$ cat config.mk
export PLATFORM = sky130hd
export DESIGN_NAME = heq_ctrl
export DESIGN_NICKNAME = d
export VERILOG_FILES = /design/src/rtl/histogram_equalizer_assert.svh /design/src/rtl/heq_pkg.sv /design/src/rtl/heq_ctrl.sv
export SDC_FILE = /design/constraint.sdc
export NUM_CORES = 1
export LEC_CHECK = 0
export BUFFER_PORTS_ARGS = -buffer_cell sky130_fd_sc_hd__buf_2
export CAP_MARGIN = 0
export CORE_AREA = 2 2 39 41
export DETAILED_ROUTE_END_ITERATION = 12
export DIE_AREA = 0 0 41 43
export HOLD_SLACK_MARGIN = 0.06
export PLACE_DENSITY = 0.54
export SLEW_MARGIN = 20
export SYNTH_ARGS = -nofsm -noshare
export SYNTH_HDL_FRONTEND = slang
export SYNTH_SLANG_ARGS = --single-unit
$ cat constraint.sdc
create_clock -name clock -period 1.8 [get_ports clock]
set_clock_uncertainty 0.2 [all_clocks]
set_input_delay 0.36 -clock clock [delete_from_list [all_inputs] [get_ports clock]]
set_output_delay 0.36 -clock clock [all_outputs]
set_load 0.01 [all_outputs]
$ cat src/rtl/histogram_equalizer_assert.svh
// Assertion macros used by the file that checks its own logic.
`ifndef HISTOGRAM_EQUALIZER_ASSERT_SVH
`define HISTOGRAM_EQUALIZER_ASSERT_SVH

// Consequent must hold in the same cycle as the antecedent.
`define HEQ_ASSERT_SAME(label, clk, rst, ante, cons) \
   label: assert property (@(posedge clk) disable iff (rst) (ante) |-> (cons)) \
      else $error("histogram_equalizer: same-cycle check failed");

// Consequent must hold in the cycle after the antecedent.
`define HEQ_ASSERT_NEXT(label, clk, rst, ante, cons) \
   label: assert property (@(posedge clk) disable iff (rst) (ante) |=> (cons)) \
      else $error("histogram_equalizer: next-cycle check failed");

`endif

$ cat src/rtl/heq_pkg.sv
package heq_pkg;

   localparam int MAX_PIXELS = 1048576;
   localparam int NUM_BINS   = 256;
   localparam int PIX_W      = 8;
   localparam int CNT_W      = $clog2(MAX_PIXELS + 1);
   localparam int CUM_W      = CNT_W + PIX_W;
   // 510 * cum needs nine more bits, and adding the total one more.
   localparam int NUM_W      = CUM_W + 10;
   localparam int DEN_W      = CNT_W + 1;
   localparam int DSH_W      = DEN_W + PIX_W;
   localparam int STEP_W     = $clog2(PIX_W + 1);

   localparam logic [CNT_W-1:0] MAX_CNT = CNT_W'(MAX_PIXELS);

   localparam logic [1:0] REQ_COUNT = 2'd0;
   localparam logic [1:0] REQ_BUILD = 2'd1;
   localparam logic [1:0] REQ_MAP   = 2'd2;

   typedef enum logic [3:0] {
      S_IDLE,
      S_CNT_WR,
      S_MAP_OUT,
      S_B_RD,
      S_B_ACC,
      S_B_NUM,
      S_B_DIV,
      S_B_WR
   } state_type;

   typedef struct packed {
      logic load;
      logic cnt_wr;
      logic build_start;
      logic bin_rd;
      logic bin_acc;
      logic num_calc;
      logic div_step;
      logic map_wr;
      logic build_clear;
   } dp_cmd_type;

   typedef struct packed {
      logic idx_last;
      logic step_last;
   } dp_status_type;

endpackage

$ cat src/rtl/heq_ctrl.sv
module heq_ctrl import heq_pkg::*; (
   input  logic          clock,
   input  logic          reset,
   input  logic          start,
   input  logic [1:0]    req_type,
   input  dp_status_type status,
   output logic          busy,
   output logic          rsp_strobe,
   output dp_cmd_type    cmd
);

   state_type state_ff, state_in;
   logic      accept;

   always_ff @(posedge clock) begin
      if (reset) begin
         state_ff <= S_IDLE;
      end else begin
         state_ff <= state_in;
      end
   end

   assign accept = start && (state_ff == S_IDLE);

   always_comb begin
      state_in   = state_ff;
      cmd        = '0;
      busy       = 1'b1;
      rsp_strobe = 1'b0;
      case (state_ff)
         S_IDLE: begin
            busy     = 1'b0;
            cmd.load = accept;
            if (accept) begin
               case (req_type)
                  REQ_COUNT: state_in = S_CNT_WR;
                  REQ_BUILD: begin
                     cmd.build_start = 1'b1;
                     state_in        = S_B_RD;
                  end
                  REQ_MAP:   state_in = S_MAP_OUT;
                  default:   state_in = S_IDLE;
               endcase
            end
         end
         S_CNT_WR: begin
            cmd.cnt_wr = 1'b1;
            state_in   = S_IDLE;
         end
         S_MAP_OUT: begin
            rsp_strobe = 1'b1;
            state_in   = S_IDLE;
         end
         S_B_RD: begin
            cmd.bin_rd = 1'b1;
            state_in   = S_B_ACC;
         end
         S_B_ACC: begin
            cmd.bin_acc = 1'b1;
            state_in    = S_B_NUM;
         end
         S_B_NUM: begin
            cmd.num_calc = 1'b1;
            state_in     = S_B_DIV;
         end
         S_B_DIV: begin
            cmd.div_step = 1'b1;
            if (status.step_last) begin
               state_in = S_B_WR;
            end
         end
         S_B_WR: begin
            cmd.map_wr = 1'b1;
            if (status.idx_last) begin
               cmd.build_clear = 1'b1;
               state_in        = S_IDLE;
            end else begin
               state_in = S_B_RD;
            end
         end
         default: state_in = S_IDLE;
      endcase
   end

endmodule

==> impl_metrics.env <==
export IMPL_max_freq_mhz=580
export IMPL_final_hold_viol_count=0
export IMPL_share_seq_of_total_power=0.301
export IMPL_area_growth_pct=38.9
export IMPL_overflow=0
export IMPL_synth_top_cell_area_share=0.190
export IMPL_grt_max_degree=11
export IMPL_p_comb_frac=0.219
export IMPL_worstPathRequired_ns=1.24
export IMPL_cts_sinks=3
export IMPL_post_cts_setup_buffers=0
export IMPL_hp_class="primary input to register"
export IMPL_antenna_found_initial=0
export IMPL_synth_fp_nets=47
export IMPL_wl_per_cell_um=10.2
export IMPL_clock_latency_ns=0.24
export IMPL_rsz0062_at_grt="yes"
export IMPL_whs_path_depth=2
export IMPL_maxCapViolations=0
export IMPL_dp_cells=69
export IMPL_firstDrtPassIters=3
export IMPL_peakVddDrop_mv=0.209
export IMPL_power_density_mw_per_mm2=600
export IMPL_switchingPower_uw=78.9
export IMPL_dr_total_vias=334
export IMPL_grt_pass1_wl_um=1070
export IMPL_yosys_area_top_type="dfxtp_1"
export IMPL_p_int_uw=184
export IMPL_num_rows=14
export IMPL_ant_nets=0
export IMPL_drv_slew=0
export IMPL_drt_iter0_markers=4
export IMPL_cts_resized=3
export IMPL_htree_levels=1
export IMPL_grt_usage=0.0973
export IMPL_dpl_hpwl_um=534
export IMPL_die_w_um=41
export IMPL_setup_viol=0
export IMPL_r2r_setup_slack_ns=0.33
export IMPL_crit_type="register to primary output"
export IMPL_reg_top3="state_ff x3"
export IMPL_whs_ns=0.109
export IMPL_hold_buffers=0
export IMPL_finalNonFillerCells=73
export IMPL_die_y_um=43
export IMPL_fin_crit_ns=1.72
export IMPL_startpoint_type="register"
export IMPL_synth_area_sq_um=315
export IMPL_synth_seq_cells=3
export IMPL_path_max_fanout=10
export IMPL_power_uw=263
export IMPL_die_area_sq_mm=0.00176
export IMPL_cts_buffers=3
export IMPL_port_buffers=17
export IMPL_worst_pin_slew_ns=0.256
export IMPL_cts_tree="built"
export IMPL_swShare=0.300
export IMPL_routed_wl_um=743
export IMPL_io_pins=18
export IMPL_yosysWarnings=0
export IMPL_cts_buffer_depth=2
export IMPL_final_nets=67
export IMPL_drive_above_1_share=0.596
export IMPL_p_clk_frac=0.481
export IMPL_largest_register_ffs=3
export IMPL_r2r_end="state_ff[0]"
export IMPL_cp_arrival_ns=1.16
export IMPL_synth_edff_count=0
export IMPL_synthCells=38
export IMPL_postSynth_asyncResetShare=0
export IMPL_yosys_top_cells_count="and2_2 (3), dfxtp_1 (3), inv_1 (3), nor3_1 (3)"
export IMPL_power_leakage_nw=0.237
export IMPL_final_period_utilization=0.958
export IMPL_r2r_cells=3
export IMPL_crit_path_end_kind="primary output"
export IMPL_start_util=0.228
export IMPL_yosysSeqAreaShare=0.190
export IMPL_synthFlopType="dfxtp_1"
export IMPL_synthTopCellsByArea="dfxtp_1 (19%), ha_1 (7.9%), and2_2 (7.1%)"
export IMPL_timing_rr_start="state_ff[2]"
export IMPL_core_sq_mm=0.00138
export IMPL_gp_congestion=0.652
export IMPL_remaining_drc_errors=0
export IMPL_crit_start="state_ff[0]"
export IMPL_n_antenna_cell=0
export IMPL_outcome="finished clean"
export IMPL_holdCritStartpoint="reset"
export IMPL_top_register="state_ff"
export IMPL_synth_cell_type_count=24
export IMPL_max_slew_margin=0.829
export IMPL_min_to="state_ff[0]"
export IMPL_root_buffer="clkbuf_4"
export IMPL_synth_area_per_cell_sq_um=8.30
export IMPL_via_per_inst=4.58
export IMPL_grt_pass1_vias=255
export IMPL_path_clk_slew_ns=0.04
## layout by cell type (no fill, tap or decap)
cell type	instances
nand2b_1	1
a211o_2	1
dfxtp_2	3
nor3_1	2
xnor2_1	1
clkbuf_4	3
and3_2	1
a2111oi_2	1
a211oi_1	2
nor2b_2	1
and2_2	3
inv_6	1
nor3_2	1
a21oi_1	1
and3_1	1
ha_1	2
and2_4	1
a21o_1	1
nor3b_1	2
buf_4	1
nor2_1	2
nand2_1	1
and2_1	2
a221o_1	1
inv_1	3
clkbuf_1	1
buf_2	17
## per-stage QoR
step                 util  worst slack, ns  area (sq um)  TNS (ns)
global placement    0.289            0.129           400         0
floorplan               -            0.292           315         0
finish              0.316           0.0754           438         0
CTS                 0.314           0.0226           434         0
global route        0.316         -0.00734           438   -0.0122
detailed placement  0.289            0.158           400         0
## worst max path at each step
stage | cells past startpoint | end
detailed placement | 6 | state_ff[0]
global route | 3 | cmd[6]
CTS | 3 | cmd[5]
floorplan | 3 | cmd[6]
global placement | 6 | state_ff[0]
finish | 3 | cmd[6]
## cell type report
type | instances | area (sq um)
flip-flops and latches | 3 | 63.8
clock buffers | 4 | 26.3
well taps | 16 | 20.0
repair buffers | 18 | 92.6
multi-input cells | 28 | 215
inverters | 4 | 20.0
fillers | 161 | 946
## power by group through the flow
stage                     sequential (mW)  clock, mW  combinational [mW]
after global routing               0.0796      0.145              0.0639
final                              0.0790      0.126              0.0575
after floorplan                    0.0718          0              0.0444
after detailed placement           0.0780          0              0.0564
after CTS                          0.0778      0.132              0.0579
after global placement             0.0778          0              0.0573
## worst max-delay path, stage by stage, from the launching register on
cell and delay, ns:
dfxtp_2 0.36, nor3_2 0.26, and3_1 0.18, buf_2 0.12
## per-layer routing
layer / track usage / wire [um] / up-vias
met2: 0.138 / 323 / 18
met5: 0 / 0 / -
met4: 0.0600 / 17 / 0
met3: 0.0628 / 90 / 3
met1: 0.103 / 313 / 145
li1: - / - / 168
## cell families (layout without fill, tap and decap cells)
logic type	Yosys count	after routing	share of synthesized area
buffers and inverters	7	26	0.151
flip-flops	3	3	0.190
adder cells (fa/ha/maj)	2	2	0.0794
XOR/XNOR	1	1	0.0278
AO/OA/AOI/OAI	7	7	0.198
AND/OR/NAND/NOR	18	18	0.353
Power figures use the tool's default switching activity.
